## config.mk

```make
export PLATFORM = sky130hd
export DESIGN_NAME = binned_fir_audio_filter_top_flat
export DESIGN_NICKNAME = d
export VERILOG_FILES = /design/src/rtl/bfa_pkg.sv /design/src/rtl/bfa_in_if.sv /design/src/rtl/bfa_out_if.sv /design/src/rtl/binned_fir_audio_filter_top.sv /design/src/rtl/bfa_datapath.sv /design/src/rtl/bfa_ctrl.sv /design/src/flat_wrapper.sv
export VERILOG_INCLUDE_DIRS = /design/src /design/src/rtl
export SDC_FILE = /design/constraint.sdc
export NUM_CORES = 2
export LEC_CHECK = 0
export ABC_AREA = 1
export BUFFER_PORTS_ARGS = -buffer_cell sky130_fd_sc_hd__buf_2
export CAP_MARGIN = 20
export CORE_ASPECT_RATIO = 0.8
export CORE_MARGIN = 10
export CORE_UTILIZATION = 64
export CTS_CLUSTER_SIZE = 30
export DETAILED_ROUTE_END_ITERATION = 7
export GPL_TIMING_DRIVEN = 0
export PLACE_DENSITY = 0.81
export RECOVER_POWER = 25
export SYNTH_ARGS = -nofsm -noshare
export SYNTH_HDL_FRONTEND = slang
export SYNTH_SLANG_ARGS = --single-unit
```

## constraint.sdc

```tcl
create_clock -name i_clk -period 9.79 [get_ports i_clk]
set_clock_uncertainty 0.2 [all_clocks]
set_input_delay 1.958 -clock i_clk [delete_from_list [all_inputs] [get_ports i_clk]]
set_output_delay 1.958 -clock i_clk [all_outputs]
set_load 0.005 [all_outputs]
```

## src/rtl/binned_fir_audio_filter_top_macros.svh

```systemverilog
// Assertion helpers used by the filter control module.
`ifndef BINNED_FIR_AUDIO_FILTER_TOP_MACROS_SVH
`define BINNED_FIR_AUDIO_FILTER_TOP_MACROS_SVH

// Same-cycle implication, disabled while reset is low.
`define BFA_ASSERT_IMP(lbl, clk, rst_n, ante, cons) \
    lbl: assert property (@(posedge clk) disable iff (!rst_n) (ante) |-> (cons)) \
        else $error("bfa: same-cycle check failed");

// Next-cycle implication, disabled while reset is low.
`define BFA_ASSERT_NXT(lbl, clk, rst_n, ante, cons) \
    lbl: assert property (@(posedge clk) disable iff (!rst_n) (ante) |=> (cons)) \
        else $error("bfa: next-cycle check failed");

`endif

```

## src/rtl/bfa_pkg.sv

```systemverilog
package bfa_pkg;

    localparam int TAPS       = 16;
    localparam int IDX_W      = (TAPS > 1) ? $clog2(TAPS) : 1;
    localparam int CNT_W      = $clog2(TAPS + 1);

    localparam int TIME_W     = 63;
    localparam int BOUND_W    = 64;
    localparam int SAMP_W     = 24;
    localparam int COEF_W     = 18;
    localparam int CIDX_W     = 4;
    localparam int BIN_W      = 28;
    localparam int PERIOD_W   = 30;
    localparam int TAPCNT_W   = 5;
    localparam int PROD_W     = COEF_W + SAMP_W;
    localparam int ACC_W      = PROD_W + $clog2(TAPS) + 1;

    localparam int CFG_IDX_W  = 1;
    localparam int CFG_DATA_W = PERIOD_W;

    localparam int SAMP_MAX   = 8388607;
    localparam int SAMP_MIN   = -8388608;
    localparam int BIN_MAX    = 134217727;
    localparam int BIN_MIN    = -134217728;
    localparam int COEF_HALF  = 32768;
    localparam int ROUND_HALF = 32768;
    localparam int FRAC_SHIFT = 16;

    localparam logic [PERIOD_W-1:0] PERIOD_RESET = PERIOD_W'(20833333);
    localparam logic [TAPCNT_W-1:0] TAPCNT_RESET = TAPCNT_W'(2);

    localparam logic [CFG_IDX_W-1:0] REG_PERIOD = CFG_IDX_W'(0);
    localparam logic [CFG_IDX_W-1:0] REG_TAPS   = CFG_IDX_W'(1);

    localparam logic KIND_SAMPLE = 1'b0;
    localparam logic KIND_COEF   = 1'b1;

    typedef enum logic [3:0] {
        S_IDLE = 4'b0001,
        S_EVAL = 4'b0010,
        S_MAC  = 4'b0100,
        S_FIN  = 4'b1000
    } t_state;

    typedef struct packed {
        logic load;
        logic eval;
        logic mac_step;
        logic fin;
    } t_dp_cmd;

    typedef struct packed {
        logic close;
        logic mac_last;
    } t_dp_sts;

endpackage

```

## src/rtl/bfa_in_if.sv

```systemverilog
interface bfa_in_if;
    import bfa_pkg::*;

    logic                     valid;
    logic                     ready;
    logic                     kind;
    logic [TIME_W-1:0]        time_ps;
    logic signed [SAMP_W-1:0] sample;
    logic [CIDX_W-1:0]        coef_index;
    logic signed [COEF_W-1:0] coef_value;

    modport source (output valid, kind, time_ps, sample, coef_index, coef_value,
                    input ready);
    modport sink   (input valid, kind, time_ps, sample, coef_index, coef_value,
                    output ready);
endinterface

```

## src/rtl/bfa_out_if.sv

```systemverilog
interface bfa_out_if;
    import bfa_pkg::*;

    logic                     valid;
    logic                     ready;
    logic signed [SAMP_W-1:0] out_sample;

    modport source (output valid, out_sample, input ready);
    modport sink   (input valid, out_sample, output ready);
endinterface

```

## src/rtl/binned_fir_audio_filter_top.sv

```systemverilog
// Binned FIR audio filter. Each accepted beat is either an audio sample
// (kind 0) or a coefficient write (kind 1). Samples are summed into a bin;
// when a sample's time reaches the next period boundary (or on the very
// first sample) the bin closes, its sum is saturated to Q1.23 and shifted
// into the delay line, and one filtered Q1.23 output beat is produced from
// the first tap_count taps. A coefficient write loads one tap, flushes the
// delay line and produces no output. A new beat is accepted only once the
// previous one is finished. A closing beat walks all TAPS taps through the
// single shared multiply-accumulate unit, one tap per cycle, and then
// drains the product register. The output register lets the result wait
// for the sink; a new result waits only if the previous one is still
// untaken.
// Configuration: register 0 is period_ps, register 1 is tap_count; write
// them only while the block is idle.
module binned_fir_audio_filter_top (
    input  logic                           i_clk,
    input  logic                           i_rst_n,
    bfa_in_if.sink                         i_in,
    bfa_out_if.source                      o_out,
    input  logic                           i_cfg_we,
    input  logic [bfa_pkg::CFG_IDX_W-1:0]  i_cfg_idx,
    input  logic [bfa_pkg::CFG_DATA_W-1:0] i_cfg_data
);
    import bfa_pkg::*;

    t_dp_cmd cmd;
    t_dp_sts sts;
    logic    in_ready;
    logic    out_valid;

    // sequencing: accept, evaluate the bin, walk the taps, deliver
    bfa_ctrl u_ctrl (
        .i_clk       (i_clk),
        .i_rst_n     (i_rst_n),
        .i_in_valid  (i_in.valid),
        .o_in_ready  (in_ready),
        .o_out_valid (out_valid),
        .i_out_ready (o_out.ready),
        .o_cmd       (cmd),
        .i_sts       (sts)
    );

    // bin accumulator, boundary tracking, delay line and MAC
    bfa_datapath u_dp (
        .i_clk        (i_clk),
        .i_rst_n      (i_rst_n),
        .i_cmd        (cmd),
        .o_sts        (sts),
        .i_kind       (i_in.kind),
        .i_time_ps    (i_in.time_ps),
        .i_sample     (i_in.sample),
        .i_coef_index (i_in.coef_index),
        .i_coef_value (i_in.coef_value),
        .i_cfg_we     (i_cfg_we),
        .i_cfg_idx    (i_cfg_idx),
        .i_cfg_data   (i_cfg_data),
        .o_out_sample (o_out.out_sample)
    );

    assign i_in.ready  = in_ready;
    assign o_out.valid = out_valid;

endmodule

```

## src/rtl/bfa_datapath.sv

```systemverilog
module bfa_datapath (
    input  logic                              i_clk,
    input  logic                              i_rst_n,
    input  bfa_pkg::t_dp_cmd                  i_cmd,
    output bfa_pkg::t_dp_sts                  o_sts,
    input  logic                              i_kind,
    input  logic [bfa_pkg::TIME_W-1:0]        i_time_ps,
    input  logic signed [bfa_pkg::SAMP_W-1:0] i_sample,
    input  logic [bfa_pkg::CIDX_W-1:0]        i_coef_index,
    input  logic signed [bfa_pkg::COEF_W-1:0] i_coef_value,
    input  logic                              i_cfg_we,
    input  logic [bfa_pkg::CFG_IDX_W-1:0]     i_cfg_idx,
    input  logic [bfa_pkg::CFG_DATA_W-1:0]    i_cfg_data,
    output logic signed [bfa_pkg::SAMP_W-1:0] o_out_sample
);
    import bfa_pkg::*;

    // latched item
    logic                     r_kind;
    logic [TIME_W-1:0]        r_time;
    logic signed [SAMP_W-1:0] r_sample;
    logic [CIDX_W-1:0]        r_cidx;
    logic signed [COEF_W-1:0] r_cval;

    // configuration and filter state
    logic [PERIOD_W-1:0]      r_period;
    logic [TAPCNT_W-1:0]      r_taps;
    logic signed [COEF_W-1:0] r_coef  [TAPS];
    logic signed [SAMP_W-1:0] r_delay [TAPS];
    logic signed [BIN_W-1:0]  r_bin;
    logic [BOUND_W-1:0]       r_nb;
    logic                     r_armed;

    // multiply-accumulate
    logic signed [PROD_W-1:0] r_prod;
    logic signed [ACC_W-1:0]  r_acc;
    logic [CNT_W-1:0]         r_cnt;
    logic signed [SAMP_W-1:0] r_out;

    logic                     n_close;
    logic [BOUND_W-1:0]       n_base;
    logic [BOUND_W:0]         n_sum;
    logic [BOUND_W-1:0]       n_boundary;
    logic signed [SAMP_W-1:0] n_closed;
    logic signed [BIN_W:0]    n_bin_sum;
    logic signed [BIN_W-1:0]  n_bin;
    logic [CNT_W-1:0]         n_taps_used;
    logic [IDX_W-1:0]         n_idx;
    logic signed [PROD_W-1:0] n_prod;
    logic signed [ACC_W:0]    n_round;
    logic signed [SAMP_W-1:0] n_out;

    always_comb begin
        n_close = (r_kind == KIND_SAMPLE) && (!r_armed || ({1'b0, r_time} >= r_nb));
        n_base  = r_armed ? r_nb : {1'b0, r_time};
        n_sum   = {1'b0, n_base} + (BOUND_W + 1)'(r_period);
        // saturate instead of wrapping past the top of the time range
        n_boundary = n_sum[BOUND_W] ? '1 : n_sum[BOUND_W-1:0];

        if (r_bin > SAMP_MAX) begin
            n_closed = SAMP_W'(SAMP_MAX);
        end else if (r_bin < SAMP_MIN) begin
            n_closed = SAMP_W'(SAMP_MIN);
        end else begin
            n_closed = r_bin[SAMP_W-1:0];
        end

        n_bin_sum = (BIN_W + 1)'(r_bin) + (BIN_W + 1)'(r_sample);
        if (n_bin_sum > BIN_MAX) begin
            n_bin = BIN_W'(BIN_MAX);
        end else if (n_bin_sum < BIN_MIN) begin
            n_bin = BIN_W'(BIN_MIN);
        end else begin
            n_bin = n_bin_sum[BIN_W-1:0];
        end

        n_taps_used = (32'(r_taps) > TAPS) ? CNT_W'(TAPS) : CNT_W'(r_taps);
        n_idx       = r_cnt[IDX_W-1:0];
        // keep both arms signed so the product stays a signed multiply
        n_prod      = (r_cnt < n_taps_used) ? r_coef[n_idx] * r_delay[n_idx] : PROD_W'(0);

        // round to nearest, ties up, then saturate
        n_round = ((ACC_W + 1)'(r_acc) + (ACC_W + 1)'(ROUND_HALF)) >>> FRAC_SHIFT;
        if (n_round > SAMP_MAX) begin
            n_out = SAMP_W'(SAMP_MAX);
        end else if (n_round < SAMP_MIN) begin
            n_out = SAMP_W'(SAMP_MIN);
        end else begin
            n_out = n_round[SAMP_W-1:0];
        end
    end

    // payload capture, MAC and output registers, no reset
    always_ff @(posedge i_clk) begin
        if (i_cmd.load) begin
            r_kind   <= i_kind;
            r_time   <= i_time_ps;
            r_sample <= i_sample;
            r_cidx   <= i_coef_index;
            r_cval   <= i_coef_value;
        end
        if (i_cmd.eval && n_close) begin
            r_prod <= '0;
            r_acc  <= '0;
            r_cnt  <= '0;
        end else if (i_cmd.mac_step) begin
            r_prod <= n_prod;
            r_acc  <= r_acc + ACC_W'(r_prod);
            r_cnt  <= r_cnt + CNT_W'(1);
        end
        if (i_cmd.fin) begin
            r_out <= n_out;
        end
    end

    always_ff @(posedge i_clk) begin
        if (!i_rst_n) begin
            r_period <= PERIOD_RESET;
            r_taps   <= TAPCNT_RESET;
            r_bin    <= '0;
            r_nb     <= '0;
            r_armed  <= 1'b0;
            for (int i = 0; i < TAPS; i++) begin
                r_delay[i] <= '0;
                r_coef[i]  <= (i < 2) ? COEF_W'(COEF_HALF) : '0;
            end
        end else begin
            if (i_cfg_we && (i_cfg_idx == REG_PERIOD)) begin
                r_period <= i_cfg_data[PERIOD_W-1:0];
            end
            if (i_cfg_we && (i_cfg_idx == REG_TAPS)) begin
                r_taps <= i_cfg_data[TAPCNT_W-1:0];
            end
            if (i_cmd.eval) begin
                if (r_kind == KIND_COEF) begin
                    // load one tap, flush the delay line
                    if (32'(r_cidx) < TAPS) begin
                        r_coef[r_cidx[IDX_W-1:0]] <= r_cval;
                    end
                    for (int i = 0; i < TAPS; i++) begin
                        r_delay[i] <= '0;
                    end
                end else if (n_close) begin
                    r_nb    <= n_boundary;
                    r_armed <= 1'b1;
                    r_bin   <= {{(BIN_W - SAMP_W){r_sample[SAMP_W-1]}}, r_sample};
                    r_delay[0] <= n_closed;
                    for (int i = 1; i < TAPS; i++) begin
                        r_delay[i] <= r_delay[i-1];
                    end
                end else begin
                    r_bin <= n_bin;
                end
            end
        end
    end

    assign o_sts.close    = n_close;
    assign o_sts.mac_last = (32'(r_cnt) == TAPS);
    assign o_out_sample   = r_out;

endmodule

```

## src/rtl/bfa_ctrl.sv

```systemverilog
module bfa_ctrl (
    input  logic             i_clk,
    input  logic             i_rst_n,
    input  logic             i_in_valid,
    output logic             o_in_ready,
    output logic             o_out_valid,
    input  logic             i_out_ready,
    output bfa_pkg::t_dp_cmd o_cmd,
    input  bfa_pkg::t_dp_sts i_sts
);
    import bfa_pkg::*;
    `include "binned_fir_audio_filter_top_macros.svh"

    t_state r_state;
    t_state n_state;
    logic   r_out_valid;
    logic   n_out_valid;
    logic   out_free;
    logic   in_fire;

    assign in_fire  = i_in_valid && (r_state == S_IDLE);
    assign out_free = !r_out_valid || i_out_ready;

    always_comb begin
        n_state = r_state;
        case (r_state)
            S_IDLE: begin
                if (i_in_valid) begin
                    n_state = S_EVAL;
                end
            end
            S_EVAL: begin
                n_state = i_sts.close ? S_MAC : S_IDLE;
            end
            S_MAC: begin
                if (i_sts.mac_last) begin
                    n_state = S_FIN;
                end
            end
            S_FIN: begin
                if (out_free) begin
                    n_state = S_IDLE;
                end
            end
            default: begin
                n_state = S_IDLE;
            end
        endcase
    end

    always_comb begin
        o_cmd.load     = in_fire;
        o_cmd.eval     = (r_state == S_EVAL);
        o_cmd.mac_step = (r_state == S_MAC);
        o_cmd.fin      = (r_state == S_FIN) && out_free;

        n_out_valid = r_out_valid;
        if (o_cmd.fin) begin
            n_out_valid = 1'b1;
        end else if (i_out_ready) begin
            n_out_valid = 1'b0;
        end
    end

    always_ff @(posedge i_clk) begin
        if (!i_rst_n) begin
            r_state     <= S_IDLE;
            r_out_valid <= 1'b0;
        end else begin
            r_state     <= n_state;
            r_out_valid <= n_out_valid;
        end
    end

    assign o_in_ready  = (r_state == S_IDLE);
    assign o_out_valid = r_out_valid;

    `BFA_ASSERT_NXT(a_accept_to_eval, i_clk, i_rst_n, in_fire, r_state == S_EVAL)
    `BFA_ASSERT_NXT(a_mac_done_to_fin, i_clk, i_rst_n, (r_state == S_MAC) && i_sts.mac_last, r_state == S_FIN)
    `BFA_ASSERT_NXT(a_fin_sets_valid, i_clk, i_rst_n, o_cmd.fin, r_out_valid)
    `BFA_ASSERT_NXT(a_taken_clears, i_clk, i_rst_n, r_out_valid && i_out_ready && !o_cmd.fin, !r_out_valid)

endmodule
```

## src/flat_wrapper.sv

```systemverilog
// flat-port wrapper written by rule: the top's interface ports become plain ports
module binned_fir_audio_filter_top_flat import bfa_pkg::*;
  (i_clk, i_rst_n, i_cfg_we, i_cfg_idx, i_cfg_data, i_in_valid, i_in_kind, i_in_time_ps, i_in_sample, i_in_coef_index, i_in_coef_value, i_in_ready, o_out_valid, o_out_out_sample, o_out_ready);
  bfa_in_if i_in_i ();
  bfa_out_if o_out_i ();
  input  logic i_clk;
  input  logic i_rst_n;
  input  logic i_cfg_we;
  input  logic [bfa_pkg::CFG_IDX_W-1:0] i_cfg_idx;
  input  logic [bfa_pkg::CFG_DATA_W-1:0] i_cfg_data;
  input wire logic [$bits(i_in_i.valid)-1:0] i_in_valid;
  input wire logic [$bits(i_in_i.kind)-1:0] i_in_kind;
  input wire logic [$bits(i_in_i.time_ps)-1:0] i_in_time_ps;
  input wire logic [$bits(i_in_i.sample)-1:0] i_in_sample;
  input wire logic [$bits(i_in_i.coef_index)-1:0] i_in_coef_index;
  input wire logic [$bits(i_in_i.coef_value)-1:0] i_in_coef_value;
  output wire logic [$bits(i_in_i.ready)-1:0] i_in_ready;
  output wire logic [$bits(o_out_i.valid)-1:0] o_out_valid;
  output wire logic [$bits(o_out_i.out_sample)-1:0] o_out_out_sample;
  input wire logic [$bits(o_out_i.ready)-1:0] o_out_ready;
  assign i_in_i.valid = i_in_valid;
  assign i_in_i.kind = i_in_kind;
  assign i_in_i.time_ps = i_in_time_ps;
  assign i_in_i.sample = i_in_sample;
  assign i_in_i.coef_index = i_in_coef_index;
  assign i_in_i.coef_value = i_in_coef_value;
  assign i_in_ready = i_in_i.ready;
  assign o_out_valid = o_out_i.valid;
  assign o_out_out_sample = o_out_i.out_sample;
  assign o_out_i.ready = o_out_ready;
  binned_fir_audio_filter_top u_core (.i_clk(i_clk), .i_rst_n(i_rst_n), .i_in(i_in_i), .o_out(o_out_i), .i_cfg_we(i_cfg_we), .i_cfg_idx(i_cfg_idx), .i_cfg_data(i_cfg_data));
endmodule
```

# --- Word-level counts from Yosys, hierarchy flattened ---
# Memories as Yosys holds them, arrays and structs flattened. A register that Yosys moved wholly into a read port is not among the register bits.
# Index checks and enable logic that the tools add are counted.
word_totals:
  register_bits: 361
  mem_bits_rw: 672
  output_inout_bits: 26
  word_cells: 156
  n_memories: 2
op_classes:
  add_sub_neg: 5
  mul: 1
  n_lt_le_gt_ge: 9
  eq_ne: 8
  n_mux: 66
  bitwise: 34
  n_reduce_logical: 15
memory_table:
  columns: ["name", "depth", "width", "read_ports", "rd_clocked_by_memory_dff", "wr", "line_no", "source"]
  rows:
  - ["u_core.u_dp.r_delay", 16, 24, 16, 1, 16, "bfa_datapath.sv:29", "logic signed [SAMP_W-1:0] r_delay [TAPS];"]
  - ["u_core.u_dp.r_coef", 16, 18, 1, 1, 16, "bfa_datapath.sv:28", "logic signed [COEF_W-1:0] r_coef [TAPS];"]
op_table:
  columns: ["operator", "n"]
  rows:
  - ["$mux 24", 35]
  - ["$mux 64", 2]
  - ["$mux 28", 3]
  - ["$add 64x30->65", 1]
  - ["$ge 63x64->1", 1]
  - ["$add 47x17->48 const B", 1]
  - ["$add 47x42->47", 1]
  - ["$mul 18x24->42", 1]
  - ["$mux 42", 1]
  - ["$gt 32x24->1 const B", 1]
  - ["$lt 32x24->1 const B", 1]
  - ["$mux 4", 8]
  - ["$or 1x1->1", 32]
  - ["$add 28x24->29", 1]
  - ["$gt 29x28->1 const B", 1]
  - ["$lt 29x28->1 const B", 1]
  - ["$gt 28x24->1 const B", 1]
  - ["$lt 28x24->1 const B", 1]
  - ["$mux 18", 1]
  - ["$reduce_or 18->1", 1]
  - ["$pmux 4 s4", 1]
  - ["$mux 1", 13]
  - ["$logic_and 1x1->1", 6]
  - ["$ne 2x2->1 const B", 3]
  - ["16 further kinds", 20]

# --- Longest topological paths before layout ---
depth:
  depth_word: 9
  mapped_depth: 38

# --- Modules after synthesis ---
# From an unflattened synthesis, not the netlist that was laid out.
hier_totals:
  cells_unflattened: 8739
  hier_area_um2: 71880.2
modules_own_cells:
  columns: ["mod", "instances", "cells_each", "area_each_um2", "seq_area_each_um2"]
  rows:
  - ["bfa_datapath", 1, 8688, 71574.9, 28487.3]
  - ["bfa_ctrl", 1, 51, 305.3, 100.1]

# --- Worst setup path after synthesis ---
# Ideal clock, no wire load.
synth_path:
  kind: "in2reg"
  from: "input port i_in_valid"
  to: "register u_core.u_dp.r_cidx[0] (enable)"
  arrival_ps: 6573
  t_required_ps: 9010
  slack_ps: 2437
  stages: 2
  cell_sequence: "inv_1 nor2_1"
synth_between:
  elab_chain_len: 1
synth_rtl:
  columns: ["element", "line_no", "source"]
  rows:
  - ["from (decl)", "flat_wrapper.sv:11", "input wire logic [$bits(i_in_i.valid)-1:0] i_in_valid;"]
  - ["$logic_and 1x1->1", "bfa_ctrl.sv:21", "assign in_fire = i_in_valid && (r_state == S_IDLE);"]
  - ["net u_core.u_ctrl.in_fire", "bfa_ctrl.sv:19", "logic in_fire;"]
  - ["to (signal assigned)", "bfa_datapath.sv:99", "r_cidx <= i_coef_index;"]
  - ["to (decl)", "bfa_datapath.sv:22", "logic [CIDX_W-1:0] r_cidx;"]
# The timed path passes the listed nets, and every way through them passes these cells.
# A chain may end at the register's enable or synchronous reset.

==> flow_results.xml <==
<?xml version="1.0" encoding="UTF-8"?>
<metrics>
  <group name="placed_design">
    <metric name="gp_congestion" unit="">1.02</metric>
    <metric name="postPlaceCellArea" unit="mm²">0.0743</metric>
    <metric name="dp.final_hpwl" unit="mm">191</metric>
    <metric name="dp_worst_setup_slack" unit="ns">-0.425</metric>
    <metric name="buffer_ports.inserted" unit="">170</metric>
  </group>
  <group name="finish">
    <metric name="layout.cell_area.non_filler" unit="mm²">0.0779</metric>
    <metric name="finalNetCount" unit="">9838</metric>
    <metric name="fillerInstances" unit="">8885</metric>
    <metric name="area_growth" unit="%">9.15</metric>
    <metric name="area_occupied_by_registers" unit="mm²">0.0286</metric>
    <metric name="drive_above_1_share" unit="%">6.16</metric>
    <metric name="multi_input_comb_area" unit="mm²">0.0349</metric>
  </group>
  <group name="drt">
    <metric name="antenna_left" unit="">0</metric>
    <metric name="route.final.wire_length" unit="mm">247</metric>
    <metric name="dr.first_iter.drc_count" unit="">9815</metric>
    <metric name="drt_drc_violations_left" unit="">1</metric>
    <metric name="detail_route.first_pass.iterations" unit="">8</metric>
    <metric name="vias_per_cell" unit="">6.02</metric>
    <metric name="via_count" unit="">63698</metric>
    <metric name="detail_route.wl_per_cell" unit="µm">23.4</metric>
  </group>
  <group name="worst_setup_path">
    <metric name="startpoint_type" unit="">register</metric>
    <metric name="reg2reg_depth" unit="">29</metric>
    <metric name="destination_of_the_worst_register_to_register_timing_path" unit="">u_core.u_dp.r_prod[40]</metric>
    <metric name="crit_buf_inv" unit="">8</metric>
    <metric name="critical-path-slowest-cell" unit="">fa_1</metric>
    <metric name="timing.reg2reg.setup_slack" unit="ns">-0.03</metric>
    <metric name="path_max_fanout" unit="">10</metric>
    <metric name="worstSetupPathType" unit="">reg2reg</metric>
    <metric name="worst_path_dominant_cell_family" unit="">adder cells</metric>
    <metric name="setup.worst_path.end_class" unit="">register</metric>
    <metric name="timing.critical_path.mode_cell" unit="">fa_1</metric>
    <metric name="critical_path_arrival" unit="ns">10.27</metric>
    <metric name="crit_required" unit="ns">10.24</metric>
    <metric name="cpPeakStageDelay" unit="ns">0.65</metric>
  </group>
  <group name="hold_path">
    <metric name="min_from" unit="">u_core.u_dp.r_acc[0]</metric>
    <metric name="timing.hold.worst.class" unit="">reg2reg</metric>
    <metric name="hold-path-cell-count" unit="">2</metric>
    <metric name="min_to" unit="">u_core.u_dp.r_acc[0]</metric>
  </group>
  <group name="timing">
    <metric name="timing.final.max_slew_violations" unit="">102</metric>
    <metric name="finalHoldWorstSlack" unit="ns">0.268</metric>
    <metric name="worst_slew_pin_slew" unit="ns">2.27</metric>
    <metric name="slew_headroom" unit="%">-51.1</metric>
    <metric name="rsz0062_at_grt" unit="">false</metric>
    <metric name="report.final.hold_viol_count" unit="">0</metric>
    <metric name="final-setup-viol-count" unit="">1</metric>
    <metric name="period_share" unit="%">100</metric>
    <metric name="period_minus_slack" unit="ns">9.82</metric>
    <metric name="timing.fmax" unit="MHz">102</metric>
    <metric name="final.setup.worst_slack" unit="ns">-0.0268</metric>
  </group>
  <group name="logic_synthesis">
    <metric name="synth_cell_types" unit="">53</metric>
    <metric name="synth_flop_cell" unit="">edfxtp_1</metric>
    <metric name="synth.area.top_cells" unit="">edfxtp_1 33%, fa_1 12%, inv_1 8.6%, nand2_1 8.4%, dfxtp_1 7.2%</metric>
    <metric name="post_synth_instance_area" unit="mm²">0.0713</metric>
    <metric name="async_flop_share" unit="%">0</metric>
    <metric name="synth-edff-count" unit="">782</metric>
    <metric name="ys_ff_latch" unit="">1037</metric>
    <metric name="synth.most_common_cell" unit="">inv_1</metric>
    <metric name="ys_seq_area_share" unit="%">40.1</metric>
    <metric name="synth_top_area_cell" unit="">edfxtp_1</metric>
    <metric name="mean_syn_cell_area" unit="µm²">8.20</metric>
    <metric name="synth_top_area_share" unit="%">32.9</metric>
    <metric name="synthCells" unit="">8694</metric>
    <metric name="post_synthesis_net_count" unit="">9547</metric>
    <metric name="synth_common_cells" unit="">1641 x inv_1, 1601 x nand2_1, 1150 x nor2_1, 782 x edfxtp_1, 648 x a21oi_1</metric>
    <metric name="synth-warning-count" unit="">0</metric>
  </group>
  <group name="floorplan">
    <metric name="initial_core_util" unit="%">64.5</metric>
    <metric name="floorplan.io_pins" unit="">172</metric>
    <metric name="die-width" unit="µm">393</metric>
    <metric name="die_area" unit="mm²">0.125</metric>
    <metric name="num_rows" unit="">109</metric>
    <metric name="dieHeight" unit="µm">319</metric>
    <metric name="floorplan.core_area" unit="mm²">0.111</metric>
  </group>
  <group name="clock_network">
    <metric name="postCtsHoldBufs" unit="">0</metric>
    <metric name="clkTransAtPathRegs" unit="ns">0.06</metric>
    <metric name="cts_max_level" unit="">3</metric>
    <metric name="cts-root-to-sink-buffers" unit="">3</metric>
    <metric name="clkLatencyLatePin" unit="ns">0.78</metric>
    <metric name="ctsRootBufferMaster" unit="">clkbuf_16</metric>
    <metric name="clock_sinks" unit="">1037</metric>
    <metric name="tritoncts" unit="">built</metric>
    <metric name="cts_made_buffers" unit="">102</metric>
  </group>
  <group name="power">
    <metric name="p_leak" unit="µW">0.0352</metric>
    <metric name="max-vdd-ir-drop" unit="mV">0.792</metric>
    <metric name="power_per_cell_area" unit="mW/mm²">339</metric>
  </group>
  <group name="grt">
    <metric name="track_usage" unit="%">38.7</metric>
    <metric name="grt_start_max_net_pins" unit="">66</metric>
    <metric name="gr-total-overflow" unit="">0</metric>
    <metric name="antenna_found_initial" unit="">13</metric>
    <metric name="first_global_vias" unit="">60139</metric>
    <metric name="grt_pass1_wl" unit="mm">366</metric>
  </group>
  <group name="outcome">
    <metric name="failed_checks" unit="">DRC, capacitance limit, slew limit, setup timing</metric>
    <metric name="outcome" unit="">complete, but fails checks</metric>
  </group>
  <group name="flow_run">
    <metric name="maxCapViolCount" unit="">3</metric>
  </group>
</metrics>
[worst min-delay path, delay by kind of cell (launching register included)]
family / cells / cell delay [ns]
DFF: 1 / 0.31
and+or+nand+nor: 1 / 0.06
AOI/OAI and AO/OA: 1 / 0.05
[worst max-delay path by stage]
stage | from | endpoint | slack [ns] | cells past startpoint
floorplan | i_in_valid | u_core.u_dp.r_cidx[0] | 2.44 | 2
global placement | u_core.u_dp.r_time[61] | u_core.u_dp.r_delay[7][11] | -0.38 | 14
detailed placement | register | u_core.u_dp.r_prod[41] | -0.43 | 29
CTS | register | u_core.u_dp.r_prod[32] | 0.11 | 33
global route | register | u_core.u_dp.r_prod[41] | 0.009 | 33
finish | register | u_core.u_dp.r_prod[40] | -0.03 | 29
[final cells by class]
cell class / count / share of cell area [%]
well taps: 1498 / 2.41
clock buffers: 131 / 3.53
flip-flops and latches: 1037 / 36.7
multi-input cells: 5627 / 44.8
inverters: 1654 / 7.98
repair buffers: 190 / 1.38
clock inverters: 59 / 0.947
diodes: 7 / 0.0225
plain buffers: 373 / 2.20
[flip-flops by register name, summed over array words and instances, names as in the netlist, 4 cells and up, named ones only]
| register | flops |
|---|---|
| u_core.u_ctrl.r_state | 4 |
| u_core.u_dp.o_out_sample | 24 |
| u_core.u_dp.r_acc | 47 |
| u_core.u_dp.r_bin | 28 |
| u_core.u_dp.r_cidx | 4 |
| u_core.u_dp.r_cnt | 5 |
| u_core.u_dp.r_coef | 288 |
| u_core.u_dp.r_cval | 18 |
| u_core.u_dp.r_delay | 384 |
| u_core.u_dp.r_nb | 64 |
| u_core.u_dp.r_period | 30 |
| u_core.u_dp.r_prod | 42 |
| u_core.u_dp.r_sample | 24 |
| u_core.u_dp.r_taps | 5 |
| u_core.u_dp.r_time | 63 |
[cell families after synthesis]
kind of cell               Yosys count  synth area share, %
AOI/OAI and AO/OA                 1528                 11.6
xor gates and xnor gates            92                 1.13
buffers and inverters             2030                 11.1
DFF                               1037                 40.1
adders and majority gates          707                 16.9
muxes                               72                 1.01
and+or+nand+nor                   3228                 18.2
[metal layers]
metal | global-route usage, % | share of wire (%) | vias up
met3 | 15.0 | 17 | 701
met2 | 52.4 | 40 | 4664
li1 | - | - | 28347
met1 | 55.6 | 39 | 29966
met5 | 0 | 0.10 | -
met4 | 14.4 | 4.3 | 20
[layout by cell type (no fill, tap or decap), drive strengths merged, types with 8 or more instances in the layout]
master,count
inv,1656
nand2,1605
nor2,1160
edfxtp,782
o21ai,649
a21oi,648
fa,428
clkbuf,365
buf,328
ha,279
nand3,272
dfxtp,255
o211ai,75
nand4,74
mux2i,72
xor2,68
nor3,50
o221ai,41
a31oi,39
clkinv,37
o21bai,27
xnor2,24
a21o,21
or2,19
nand3b,17
nor4,15
bufinv,13
o22ai,8
o21a,8
[timing repair]
| item | in CTS | in global routing |
|---|---|---|
| buffers inserted | 0 | 2 |
| gates resized for setup | 7 | 57 |
| endpoints found under the setup margin | 4 | 12 |
| gates cloned | 0 | 0 |
[through the flow]
| stage | cells | power, µW | utilization (%) | setup TNS [ns] |
|---|---|---|---|---|
| after floorplan | 8694 | 16500 | - | 0 |
| final | 10576 | 26400 | 70.4 | -0.0268 |
| after CTS | 10564 | 25900 | 70.4 | 0 |
| after global routing | 10572 | 28300 | 70.4 | 0 |
| after detailed placement | 10374 | 21600 | 67.2 | -0.960 |
| after global placement | 10362 | 21400 | 67.0 | -61.53 |
[power by group]
part | switching [µW] | internal (µW) | leakage, µW
combinational | 11700 | 5370 | 0.0235
clock | 1870 | 2340 | 0.00168
sequential | 185 | 4980 | 0.0100
total | 13700 | 12700 | 0.0352
Note: power is estimated with default switching activity, not from simulation.
